`config.mk`:
```
export PLATFORM = sky130hd
export DESIGN_NAME = base32hex_group_decoder_top_flat
export DESIGN_NICKNAME = d
export VERILOG_FILES = /design/src/rtl/bhd_pkg.sv /design/src/rtl/bhd_if.sv /design/src/rtl/bhd_lane.sv /design/src/rtl/bhd_merge.sv /design/src/rtl/base32hex_group_decoder_top.sv /design/src/flat_wrapper.sv
export SDC_FILE = /design/constraint.sdc
export NUM_CORES = 1
export LEC_CHECK = 0
export BUFFER_PORTS_ARGS = -buffer_cell sky130_fd_sc_hd__buf_2
export CAP_MARGIN = 0
export CORE_ASPECT_RATIO = 0.8
export CORE_MARGIN = 10
export CORE_UTILIZATION = 30
export CTS_CLUSTER_DIAMETER = 150
export DETAILED_ROUTE_END_ITERATION = 12
export MAX_ROUTING_LAYER = met4
export PLACE_DENSITY = 0.47
export SYNTH_ARGS = -nofsm -noshare
export SYNTH_HDL_FRONTEND = slang
export SYNTH_SLANG_ARGS = --single-unit
```
`constraint.sdc`:
```
create_clock -name clk -period 3.5 [get_ports clk]
set_clock_uncertainty 0.15 [all_clocks]
set_input_delay 0.175 -clock clk [delete_from_list [all_inputs] [get_ports clk]]
set_output_delay 0.175 -clock clk [all_outputs]
set_load 0.05 [all_outputs]
```
`src/rtl/bhd_pkg.sv`:
```
package bhd_pkg;

    // group geometry
    localparam int NUM_CHARS = 8;
    localparam int NUM_BYTES = 5;
    localparam int DIG_W     = 5;
    localparam int CNT_W     = 3;

    // character codes of the alphabet
    localparam logic [7:0] CH_ZERO    = 8'h30;
    localparam logic [7:0] CH_NINE    = 8'h39;
    localparam logic [7:0] CH_UPPER_A = 8'h41;
    localparam logic [7:0] CH_UPPER_V = 8'h56;
    localparam logic [7:0] CH_LOWER_A = 8'h61;
    localparam logic [7:0] CH_LOWER_V = 8'h76;
    localparam logic [7:0] CH_PAD     = 8'h3d;
    localparam logic [7:0] LETTER_OFS = 8'd10;

    // byte counts of a final group
    localparam logic [CNT_W-1:0] CNT_NONE  = 3'd0;
    localparam logic [CNT_W-1:0] CNT_ONE   = 3'd1;
    localparam logic [CNT_W-1:0] CNT_TWO   = 3'd2;
    localparam logic [CNT_W-1:0] CNT_THREE = 3'd3;
    localparam logic [CNT_W-1:0] CNT_FOUR  = 3'd4;
    localparam logic [CNT_W-1:0] CNT_FULL  = 3'd5;

    // one classified character
    typedef struct packed {
        logic [DIG_W-1:0] val;
        logic             is_dig;
        logic             is_pad;
    } digit_t;

    typedef digit_t [NUM_CHARS-1:0] digit_vec_t;

    // one decoded transaction
    typedef struct packed {
        logic [7:0]       byte0;
        logic [7:0]       byte1;
        logic [7:0]       byte2;
        logic [7:0]       byte3;
        logic [7:0]       byte4;
        logic [CNT_W-1:0] byte_count;
        logic             bad_group;
        logic             last_of_message;
    } result_t;

endpackage

```
`src/rtl/bhd_if.sv`:
```
interface bhd_in_if;
    logic       valid;
    logic       ready;
    logic [7:0] char0;
    logic [7:0] char1;
    logic [7:0] char2;
    logic [7:0] char3;
    logic [7:0] char4;
    logic [7:0] char5;
    logic [7:0] char6;
    logic [7:0] char7;
    logic       final_group;

    modport source (
        output valid, char0, char1, char2, char3, char4, char5, char6, char7, final_group,
        input  ready
    );
    modport sink (
        input  valid, char0, char1, char2, char3, char4, char5, char6, char7, final_group,
        output ready
    );
endinterface

interface bhd_out_if;
    logic       valid;
    logic       ready;
    logic [7:0] byte0;
    logic [7:0] byte1;
    logic [7:0] byte2;
    logic [7:0] byte3;
    logic [7:0] byte4;
    logic [2:0] byte_count;
    logic       bad_group;
    logic       last_of_message;

    modport source (
        output valid, byte0, byte1, byte2, byte3, byte4, byte_count, bad_group,
               last_of_message,
        input  ready
    );
    modport sink (
        input  valid, byte0, byte1, byte2, byte3, byte4, byte_count, bad_group,
               last_of_message,
        output ready
    );
endinterface

```
`src/rtl/bhd_lane.sv`:
```
module bhd_lane (
    input  logic [7:0]     ch,
    output bhd_pkg::digit_t dig
);

    logic [7:0] ofs;

    // map one character to its 5-bit digit, padding or invalid
    always_comb
    begin
        dig = '0;
        ofs = '0;
        case (ch) inside
            [bhd_pkg::CH_ZERO : bhd_pkg::CH_NINE]:
            begin
                ofs        = ch - bhd_pkg::CH_ZERO;
                dig.val    = ofs[bhd_pkg::DIG_W-1:0];
                dig.is_dig = 1'b1;
            end
            [bhd_pkg::CH_UPPER_A : bhd_pkg::CH_UPPER_V]:
            begin
                ofs        = ch - bhd_pkg::CH_UPPER_A + bhd_pkg::LETTER_OFS;
                dig.val    = ofs[bhd_pkg::DIG_W-1:0];
                dig.is_dig = 1'b1;
            end
            [bhd_pkg::CH_LOWER_A : bhd_pkg::CH_LOWER_V]:
            begin
                ofs        = ch - bhd_pkg::CH_LOWER_A + bhd_pkg::LETTER_OFS;
                dig.val    = ofs[bhd_pkg::DIG_W-1:0];
                dig.is_dig = 1'b1;
            end
            bhd_pkg::CH_PAD:
            begin
                dig.is_pad = 1'b1;
            end
            default:
            begin
                dig = '0;
            end
        endcase
    end

endmodule

```
`src/rtl/bhd_merge.sv`:
```
module bhd_merge (
    input  bhd_pkg::digit_vec_t digs,
    input  logic                final_group,
    output bhd_pkg::result_t    res
);

    logic [bhd_pkg::NUM_BYTES-1:0][7:0] by;
    logic [bhd_pkg::NUM_BYTES-1:0][7:0] by_masked;
    logic [bhd_pkg::NUM_CHARS-1:0]      dig_ok;
    logic [bhd_pkg::NUM_CHARS-1:0]      pad;
    logic [bhd_pkg::CNT_W-1:0]          cnt;
    logic                               bad;

    // pack the forty digit bits into five bytes
    always_comb
    begin
        by[0] = {digs[0].val, digs[1].val[4:2]};
        by[1] = {digs[1].val[1:0], digs[2].val, digs[3].val[4]};
        by[2] = {digs[3].val[3:0], digs[4].val[4:1]};
        by[3] = {digs[4].val[0], digs[5].val, digs[6].val[4:3]};
        by[4] = {digs[6].val[2:0], digs[7].val};
    end

    always_comb
    begin
        for (int i = 0; i < bhd_pkg::NUM_CHARS; i++)
        begin
            dig_ok[i] = digs[i].is_dig;
            pad[i]    = digs[i].is_pad;
        end
    end

    // byte count and error: full group or final group with early stop
    always_comb
    begin
        cnt = bhd_pkg::CNT_NONE;
        bad = 1'b0;
        if (!final_group)
        begin
            bad = !(&dig_ok);
            cnt = bad ? bhd_pkg::CNT_NONE : bhd_pkg::CNT_FULL;
        end
        else if (!dig_ok[0] || !dig_ok[1])
        begin
            bad = 1'b1;
        end
        else
        begin
            cnt = bhd_pkg::CNT_ONE;
            if (!pad[2] && !pad[3])
            begin
                if (!dig_ok[2] || !dig_ok[3])
                begin
                    bad = 1'b1;
                end
                else
                begin
                    cnt = bhd_pkg::CNT_TWO;
                    if (!pad[4])
                    begin
                        if (!dig_ok[4])
                        begin
                            bad = 1'b1;
                        end
                        else
                        begin
                            cnt = bhd_pkg::CNT_THREE;
                            if (!pad[5] && !pad[6])
                            begin
                                if (!dig_ok[5] || !dig_ok[6])
                                begin
                                    bad = 1'b1;
                                end
                                else
                                begin
                                    cnt = bhd_pkg::CNT_FOUR;
                                    if (!pad[7])
                                    begin
                                        if (!dig_ok[7])
                                        begin
                                            bad = 1'b1;
                                        end
                                        else
                                        begin
                                            cnt = bhd_pkg::CNT_FULL;
                                        end
                                    end
                                end
                            end
                        end
                    end
                end
            end
            if (bad)
            begin
                cnt = bhd_pkg::CNT_NONE;
            end
        end
    end

    // zero the bytes at and above the count
    always_comb
    begin
        for (int i = 0; i < bhd_pkg::NUM_BYTES; i++)
        begin
            by_masked[i] = (bhd_pkg::CNT_W'(i) < cnt) ? by[i] : 8'h00;
        end
    end

    assign res.byte0           = by_masked[0];
    assign res.byte1           = by_masked[1];
    assign res.byte2           = by_masked[2];
    assign res.byte3           = by_masked[3];
    assign res.byte4           = by_masked[4];
    assign res.byte_count      = cnt;
    assign res.bad_group       = bad;
    assign res.last_of_message = final_group;

endmodule

```
`src/rtl/base32hex_group_decoder_top.sv`:
```
// base32hex group decoder: eight characters in, up to five bytes out per transaction
// an input transaction passes the lane register, then the output register, before output valid
// throughput: one group per cycle unless the output is held; eight classify lanes and one merge stage, no iteration
// the pipeline stalls stage by stage, so input stays ready while a result waits
// and the lane register is empty
// reset: rst_n asynchronous active low clears both valid flags; no clearing pass
module base32hex_group_decoder_top (
    input  logic             clk,
    input  logic             rst_n,
    bhd_in_if.sink           in_ch,
    bhd_out_if.source        out_ch
);

    logic [bhd_pkg::NUM_CHARS-1:0][7:0] chars;
    bhd_pkg::digit_vec_t                lane_dig;
    bhd_pkg::digit_vec_t                dig_reg;
    logic                               final_reg;
    logic                               s1_valid_reg;
    logic                               s1_valid_next;
    bhd_pkg::result_t                   merge_res;
    bhd_pkg::result_t                   res_reg;
    logic                               out_valid_reg;
    logic                               out_valid_next;
    logic                               out_free;
    logic                               in_take;

    assign chars = {in_ch.char7, in_ch.char6, in_ch.char5, in_ch.char4,
                    in_ch.char3, in_ch.char2, in_ch.char1, in_ch.char0};

    // classify lanes, one per character
    for (genvar g = 0; g < bhd_pkg::NUM_CHARS; g++)
    begin : g_lane
        bhd_lane u_lane (
            .ch  (chars[g]),
            .dig (lane_dig[g])
        );
    end

    // stall control
    assign out_free    = !out_valid_reg || out_ch.ready;
    assign in_ch.ready = !s1_valid_reg || out_free;
    assign in_take     = in_ch.valid && in_ch.ready;

    always_comb
    begin
        s1_valid_next  = in_ch.ready ? in_ch.valid : s1_valid_reg;
        out_valid_next = out_free ? s1_valid_reg : out_valid_reg;
    end

    always_ff @(posedge clk or negedge rst_n)
    begin
        if (!rst_n)
        begin
            s1_valid_reg  <= 1'b0;
            out_valid_reg <= 1'b0;
        end
        else
        begin
            s1_valid_reg  <= s1_valid_next;
            out_valid_reg <= out_valid_next;
        end
    end

    // lane register
    always_ff @(posedge clk)
    begin
        if (in_take)
        begin
            dig_reg   <= lane_dig;
            final_reg <= in_ch.final_group;
        end
    end

    // merge stage
    bhd_merge u_merge (
        .digs        (dig_reg),
        .final_group (final_reg),
        .res         (merge_res)
    );

    // output register
    always_ff @(posedge clk)
    begin
        if (out_free && s1_valid_reg)
        begin
            res_reg <= merge_res;
        end
    end

    assign out_ch.valid           = out_valid_reg;
    assign out_ch.byte0           = res_reg.byte0;
    assign out_ch.byte1           = res_reg.byte1;
    assign out_ch.byte2           = res_reg.byte2;
    assign out_ch.byte3           = res_reg.byte3;
    assign out_ch.byte4           = res_reg.byte4;
    assign out_ch.byte_count      = res_reg.byte_count;
    assign out_ch.bad_group       = res_reg.bad_group;
    assign out_ch.last_of_message = res_reg.last_of_message;

    // input only stalls when both stages hold a transaction and the output is held
    a_stall_full: assert property (@(posedge clk) disable iff (!rst_n)
        !in_ch.ready |-> (s1_valid_reg && out_ch.valid && !out_ch.ready))
        else $error("input stalled while the pipeline has room");

    // an accepted transaction lands in the lane register
    a_take_lands: assert property (@(posedge clk) disable iff (!rst_n)
        in_take |=> s1_valid_reg)
        else $error("accepted transaction lost at the lane register");

    // an error never carries bytes
    a_bad_zero: assert property (@(posedge clk) disable iff (!rst_n)
        (out_ch.valid && out_ch.bad_group) |-> (out_ch.byte_count == bhd_pkg::CNT_NONE))
        else $error("bad group with nonzero byte count");

    // a good non-final group always gives five bytes
    a_full_group: assert property (@(posedge clk) disable iff (!rst_n)
        (out_ch.valid && !out_ch.bad_group && !out_ch.last_of_message)
            |-> (out_ch.byte_count == bhd_pkg::CNT_FULL))
        else $error("good non-final group without five bytes");

endmodule
```
`src/flat_wrapper.sv`:
```
// flat-port wrapper written by rule: the top's interface ports become plain ports
module base32hex_group_decoder_top_flat 
  (clk, rst_n, in_ch_valid, in_ch_char0, in_ch_char1, in_ch_char2, in_ch_char3, in_ch_char4, in_ch_char5, in_ch_char6, in_ch_char7, in_ch_final_group, in_ch_ready, out_ch_valid, out_ch_byte0, out_ch_byte1, out_ch_byte2, out_ch_byte3, out_ch_byte4, out_ch_byte_count, out_ch_bad_group, out_ch_last_of_message, out_ch_ready);
  bhd_in_if in_ch_i ();
  bhd_out_if out_ch_i ();
  input  logic clk;
  input  logic rst_n;
  input wire logic [$bits(in_ch_i.valid)-1:0] in_ch_valid;
  input wire logic [$bits(in_ch_i.char0)-1:0] in_ch_char0;
  input wire logic [$bits(in_ch_i.char1)-1:0] in_ch_char1;
  input wire logic [$bits(in_ch_i.char2)-1:0] in_ch_char2;
  input wire logic [$bits(in_ch_i.char3)-1:0] in_ch_char3;
  input wire logic [$bits(in_ch_i.char4)-1:0] in_ch_char4;
  input wire logic [$bits(in_ch_i.char5)-1:0] in_ch_char5;
  input wire logic [$bits(in_ch_i.char6)-1:0] in_ch_char6;
  input wire logic [$bits(in_ch_i.char7)-1:0] in_ch_char7;
  input wire logic [$bits(in_ch_i.final_group)-1:0] in_ch_final_group;
  output wire logic [$bits(in_ch_i.ready)-1:0] in_ch_ready;
  output wire logic [$bits(out_ch_i.valid)-1:0] out_ch_valid;
  output wire logic [$bits(out_ch_i.byte0)-1:0] out_ch_byte0;
  output wire logic [$bits(out_ch_i.byte1)-1:0] out_ch_byte1;
  output wire logic [$bits(out_ch_i.byte2)-1:0] out_ch_byte2;
  output wire logic [$bits(out_ch_i.byte3)-1:0] out_ch_byte3;
  output wire logic [$bits(out_ch_i.byte4)-1:0] out_ch_byte4;
  output wire logic [$bits(out_ch_i.byte_count)-1:0] out_ch_byte_count;
  output wire logic [$bits(out_ch_i.bad_group)-1:0] out_ch_bad_group;
  output wire logic [$bits(out_ch_i.last_of_message)-1:0] out_ch_last_of_message;
  input wire logic [$bits(out_ch_i.ready)-1:0] out_ch_ready;
  assign in_ch_i.valid = in_ch_valid;
  assign in_ch_i.char0 = in_ch_char0;
  assign in_ch_i.char1 = in_ch_char1;
  assign in_ch_i.char2 = in_ch_char2;
  assign in_ch_i.char3 = in_ch_char3;
  assign in_ch_i.char4 = in_ch_char4;
  assign in_ch_i.char5 = in_ch_char5;
  assign in_ch_i.char6 = in_ch_char6;
  assign in_ch_i.char7 = in_ch_char7;
  assign in_ch_i.final_group = in_ch_final_group;
  assign in_ch_ready = in_ch_i.ready;
  assign out_ch_valid = out_ch_i.valid;
  assign out_ch_byte0 = out_ch_i.byte0;
  assign out_ch_byte1 = out_ch_i.byte1;
  assign out_ch_byte2 = out_ch_i.byte2;
  assign out_ch_byte3 = out_ch_i.byte3;
  assign out_ch_byte4 = out_ch_i.byte4;
  assign out_ch_byte_count = out_ch_i.byte_count;
  assign out_ch_bad_group = out_ch_i.bad_group;
  assign out_ch_last_of_message = out_ch_i.last_of_message;
  assign out_ch_i.ready = out_ch_ready;
  base32hex_group_decoder_top u_core (.clk(clk), .rst_n(rst_n), .in_ch(in_ch_i), .out_ch(out_ch_i));
endmodule
```
## Word-level counts from Yosys, hierarchy flattened

Index checks and enable logic that the tools add are counted.
Widths: inputs -> output; s select.

| word-level totals | value |
|---|---|
| register bits after elaboration | 102 |
| output and inout port bits | 47 |
| word-level logic and storage cells | 247 |

| cells by class | value |
|---|---|
| $lt $le $gt $ge | 53 |
| reduce and logical (&&, ||, !) cells | 61 |
| add/subtract/negate cells | 40 |
| equal/unequal tests | 6 |
| multiplexer cells | 54 |

Operator list:

| kind | count |
|---|---|
| $mux 6 | 24 |
| $ge 8x7->1 const B | 16 |
| $le 8x7->1 const B | 16 |
| $add 5x4->5 const B | 16 |
| $sub 5x1->5 const B | 16 |
| $ge 8x6->1 const B | 8 |
| $le 8x6->1 const B | 8 |
| $eq 8x6->1 const B | 6 |
| $sub 5x5->5 const B | 8 |
| $mux 3 | 10 |
| $logic_and 1x1->1 | 28 |
| $mux 1 | 20 |
| $reduce_or 3->1 | 6 |
| $reduce_or 2->1 | 8 |
| $logic_not 1->1 | 13 |
| $reduce_and 8->1 | 1 |
| $lt 1x3->1 const A | 2 |
| $lt 2x3->1 const A | 2 |
| $logic_or 1x1->1 | 5 |
| $lt 3x3->1 const A | 1 |

## Logic depth before layout (Yosys ltp)

| logic depth | value |
|---|---|
| depth after elaboration | 14 |
| mapped depth | 8 |
| depth with buffers taken out | 7 |

## By module

From an unflattened synthesis, not the netlist that was laid out.

| unflattened totals | value |
|---|---|
| cells, all modules | 476 |
| area total of the unflattened synthesis | 5576.6 um^2 |

By module, submodules not included:

| module | area an instance (um^2) | cells each | times used |
|---|---|---|---|
| base32hex_group_decoder_top | 3166.8 | 110 | 1 |
| bhd_lane | 234.0 | 36 | 8 |
| bhd_merge | 538.0 | 78 | 1 |

## Worst setup path before layout

Ideal clock, no wire load.

| timing path | value |
|---|---|
| path kind | register to register |
| from | register u_core.out_valid_reg, in the netlist u_core.out_ch.valid |
| to | register u_core.dig_reg[10] (netlist name) (enable) |
| data required time | 2.932 ns |
| arrival time | 2.503 ns |
| cell stages (with the launch flop) | 3 |
| buffers on the path | 0 |
| setup slack | 0.429 ns |
| setup time | 0.418 ns |
| cell sequence | dfrtp_1 nand3b_1 and2_1 |

| on the way | value |
|---|---|
| longest elaborated chain between the ends | 4 |

Ends and longest elaborated chain:

| what | RTL line | RTL |
|---|---|---|
| from (decl) | base32hex_group_decoder_top.sv:22 | `logic out_valid_reg;` |
| from (signal assigned) | base32hex_group_decoder_top.sv:60 | `out_valid_reg <= out_valid_next;` |
| $logic_not 1->1 | base32hex_group_decoder_top.sv:40 | `assign out_free = !out_valid_reg \|\| out_ch.ready;` |
| $logic_or 1x1->1 | base32hex_group_decoder_top.sv:40 |  |
| $logic_or 1x1->1 | base32hex_group_decoder_top.sv:41 | `assign in_ch.ready = !s1_valid_reg \|\| out_free;` |
| via in_ch_ready | flat_wrapper.sv:18 | `output wire logic [$bits(in_ch_i.ready)-1:0] in_ch_ready;` |
| $logic_and 1x1->1 | base32hex_group_decoder_top.sv:42 | `assign in_take = in_ch.valid && in_ch.ready;` |
| via u_core.in_take | base32hex_group_decoder_top.sv:25 | `logic in_take;` |
| to (signal assigned) | base32hex_group_decoder_top.sv:69 | `dig_reg <= lane_dig;` |
| to (decl) | base32hex_group_decoder_top.sv:16 | `bhd_pkg::digit_vec_t dig_reg;` |

The timed path passes the listed nets, and every way through them passes these cells.
A chain may end at the register's enable or synchronous reset.

==> summary.md <==
| Metric | Value |
|---|---|
| Largest net degree at the start of global routing | `30` |
| Nets | `662` |
| Total number of vias | `3730` |
| Initial antenna violation count | `1` |
| H-tree levels | `3` |
| Yosys reg bits | `102` |
| Commonest non-fill, non-tap cell in the layout | `buf_2` |
| Post-route setup slack | `1.25 ns` |
| Area Overhead vs Synth | `23.3%` |
| Via/cell ratio | `4.67` |
| Resized cells post-CTS | `0` |
| Slew Limit Headroom | `0.471` |
| Max reg flops | `54` |
| Grt ovf | `0` |
| DPL Wire Length | `9.01 mm` |
| Crit path DAT | `2.18 ns` |
| Vias in the first global route | `3762` |
| CP Launch Type | `register` |
| Share of cells above drive strength 1 | `0.276` |
| Synthesized Nets | `532` |
| VDD IR max | `295 uV` |
| Chip width | `168 um` |
| Top cell type by total area after synthesis | `edfxtp_1` |
| Setup TNS | `0 ns` |
| Fillers | `1711` |
| Initial Utilization | `0.304` |
| Final worst path period need | `2.25 ns` |
| Setup violators final | `0` |
| Crit path launch | `u_core.dig_reg[21]` |
| Critical path start-end classification | `reg -> reg` |
| XOR/XNOR share of the synthesized area | `0.0100` |
| CTS buffer count | `9` |
| Reg-to-reg endpoint | `u_core.out_ch.byte2[6]` |
| DRT Wirelength | `11.9 mm` |
| Core area | `17300 sq um` |
| WL/cell | `14.9 um` |
| Power per cell area | `445 nW/um^2` |
| Die Y | `138 um` |
| Leakage | `0.00266 uW` |
| Slew @ Worst Pin | `0.793 ns` |
| Cell count of the worst reg-to-reg path | `5` |
| Top cell type's share of synthesized area | `0.571` |
| Die area | `23200 sq um` |
| Overall Global Routing Usage | `0.106` |
| GP Congestion | `0.853` |
| Min Hold Slack | `0.0477 ns` |
| DR iter-0 viols | `148` |
| Type of the tightest min-delay check | `in -> reg` |
| Number of synthesized flops with an enable pin | `100` |
| Final Max Tran Viols | `0` |
| Tot Pwr | `2880 uW` |
| Final Hold Viols | `0` |
| Multi-input gate area | `2080 sq um` |
| Seq/Total Area, Yosys | `0.581` |
| Max-cap viol count | `0` |
| Warnings, synthesis | `0` |
| DR DRC count | `0` |
| Mapped Area | `5260 sq um` |
| Period utilisation layout | `0.642` |
| CTS tree | `yes` |
| Post-Layout Inst Area | `6480 sq um` |
| Io pins | `116` |
| Post-Syn Instances | `437` |
| Placed inst area | `6120 sq um` |
| First-pass GRT wire length | `19.6 mm` |
| Reg2reg start | `u_core.dig_reg[21]` |
| Crit. End Element | `register` |
| Setup crit end | `u_core.out_ch.byte2[6]` |
| RSZ-0062 raised after global routing | `false` |
| Most frequent cells in the layout | `115 x buf_2, 100 x edfxtp_1, 32 x nand2_1` |
| Simple-gate portion of the synthesized area | `0.188` |
| Post-Place Setup Slack | `1.19 ns` |
| Count of cell types in the netlist | `55` |
| R2R setup slack | `1.25 ns` |
| Worst-skew pair later-pin latency | `0.35 ns` |
| Main combinational cell family by area after synthesis | `simple AND/OR/NAND/NOR gates` |
| Synth Area in Adders | `0.0619` |
| Post-synthesis compound-gate area fraction | `0.133` |
| Status | `finished, final reports clean` |
| Buffer depth of the longest clock path | `2` |
| Mux contribution to synthesized area | `0.00214` |
| Clock-pin slew on the worst setup and hold paths | `0.07 ns` |
| I/O Buffers | `115` |
| Avg Cell Area, Syn | `12.0 sq um` |
| Post-route ant nets | `0` |
| Initial DRT Pass Iterations | `4` |
| Site Rows | `43` |
| Main synth FF type | `edfxtp_1` |
| Worst-path fanout max | `8` |
| Top cells by area, synth | `edfxtp_1 57%, ha_1 6.2%, nand2b_1 3.5%` |
| Maximum clock rate | `445 MHz` |
| TritonCTS Sinks | `102` |
| CTS root buf | `clkbuf_16` |
| FF+latch area | `3050 sq um` |
| Asr flop ratio synth | `0.0196` |
| Worst EP required | `3.43 ns` |
cell type report:
type	count	share of cell area
tap	225	0.0434
multi-input combinational	301	0.321
sequential	102	0.471
timing repair buffer	124	0.102
inverter	29	0.0168
clock buffer	9	0.0347
antenna	1	0.000386
clock inverter	7	0.0114
Yosys cell counts, types with 3 or more instances:
cell type / number
edfxtp_1: 100
nand2_1: 32
inv_1: 29
nand2b_1: 29
ha_1: 26
and2_1: 25
o21ai_0: 23
a21oi_1: 19
nor2_1: 15
nor2b_1: 12
nand3_1: 11
a31oi_1: 10
a21boi_0: 8
and2b_2: 8
nor3_1: 7
nor4_1: 6
clkbuf_1: 5
xnor2_1: 5
a2111oi_2: 4
a41o_1: 4
and4_1: 4
nand4_1: 4
o21bai_1: 4
o21a_1: 3
or2_2: 3
per-layer routing:
metal | track usage | wire, um | up-vias | part of all wire
li1 | - | - | 1886 | -
met1 | 0.132 | 5690 | 1731 | 0.48
met2 | 0.161 | 5450 | 104 | 0.46
met3 | 0.0360 | 653 | 9 | 0.055
met4 | 0.0261 | 134 | 0 | 0.011
met5 | - | 0 | - | 0
power by group:
group | switching [uW] | internal (uW)
combinational | 290 | 130
sequential | 25.7 | 1430
clock | 449 | 555
total | 765 | 2120
worst min-delay path by stage:
stage          cells after the start             endpoint      startpoint
2_1_floorplan                      0  u_core.out_ch.valid           rst_n
3_3_place_gp                       1  u_core.out_ch.valid           rst_n
3_5_place_dp                       1  u_core.out_ch.valid           rst_n
4_1_cts                            2   u_core.dig_reg[12]  in_ch_char1[3]
5_1_grt                            2   u_core.dig_reg[12]  in_ch_char1[3]
6_report                           2   u_core.dig_reg[12]  in_ch_char1[3]
kinds of logic (layout without fill, tap and decap cells):
logic type / count (synthesis) / after routing
buf+inv: 34 / 169
flops: 102 / 102
other cells: 0 / 1
compound gates: 99 / 99
xor+xnor: 6 / 6
mux: 1 / 1
fa+ha+maj: 26 / 26
simple gates: 169 / 169
stage by stage:
stage / std cells / utilization
floorplan: 437 / -
global placement: 775 / 0.354
detailed placement: 775 / 0.354
CTS: 797 / 0.375
global route: 798 / 0.375
finish: 798 / 0.375
critical path, stage by stage (launching register included):
cell and delay (ns):
edfxtp_1 0.38, or3b_4 0.42, a211o_2 0.27, o211a_1 0.15
o21bai_1 0.43, a21boi_0 0.17
repair_timing:
action,4_1_cts,5_1_grt
buffers inserted,0,0
hold endpoints to repair,5,0
hold buffers,6,0
Power figures use the tool's default switching activity.
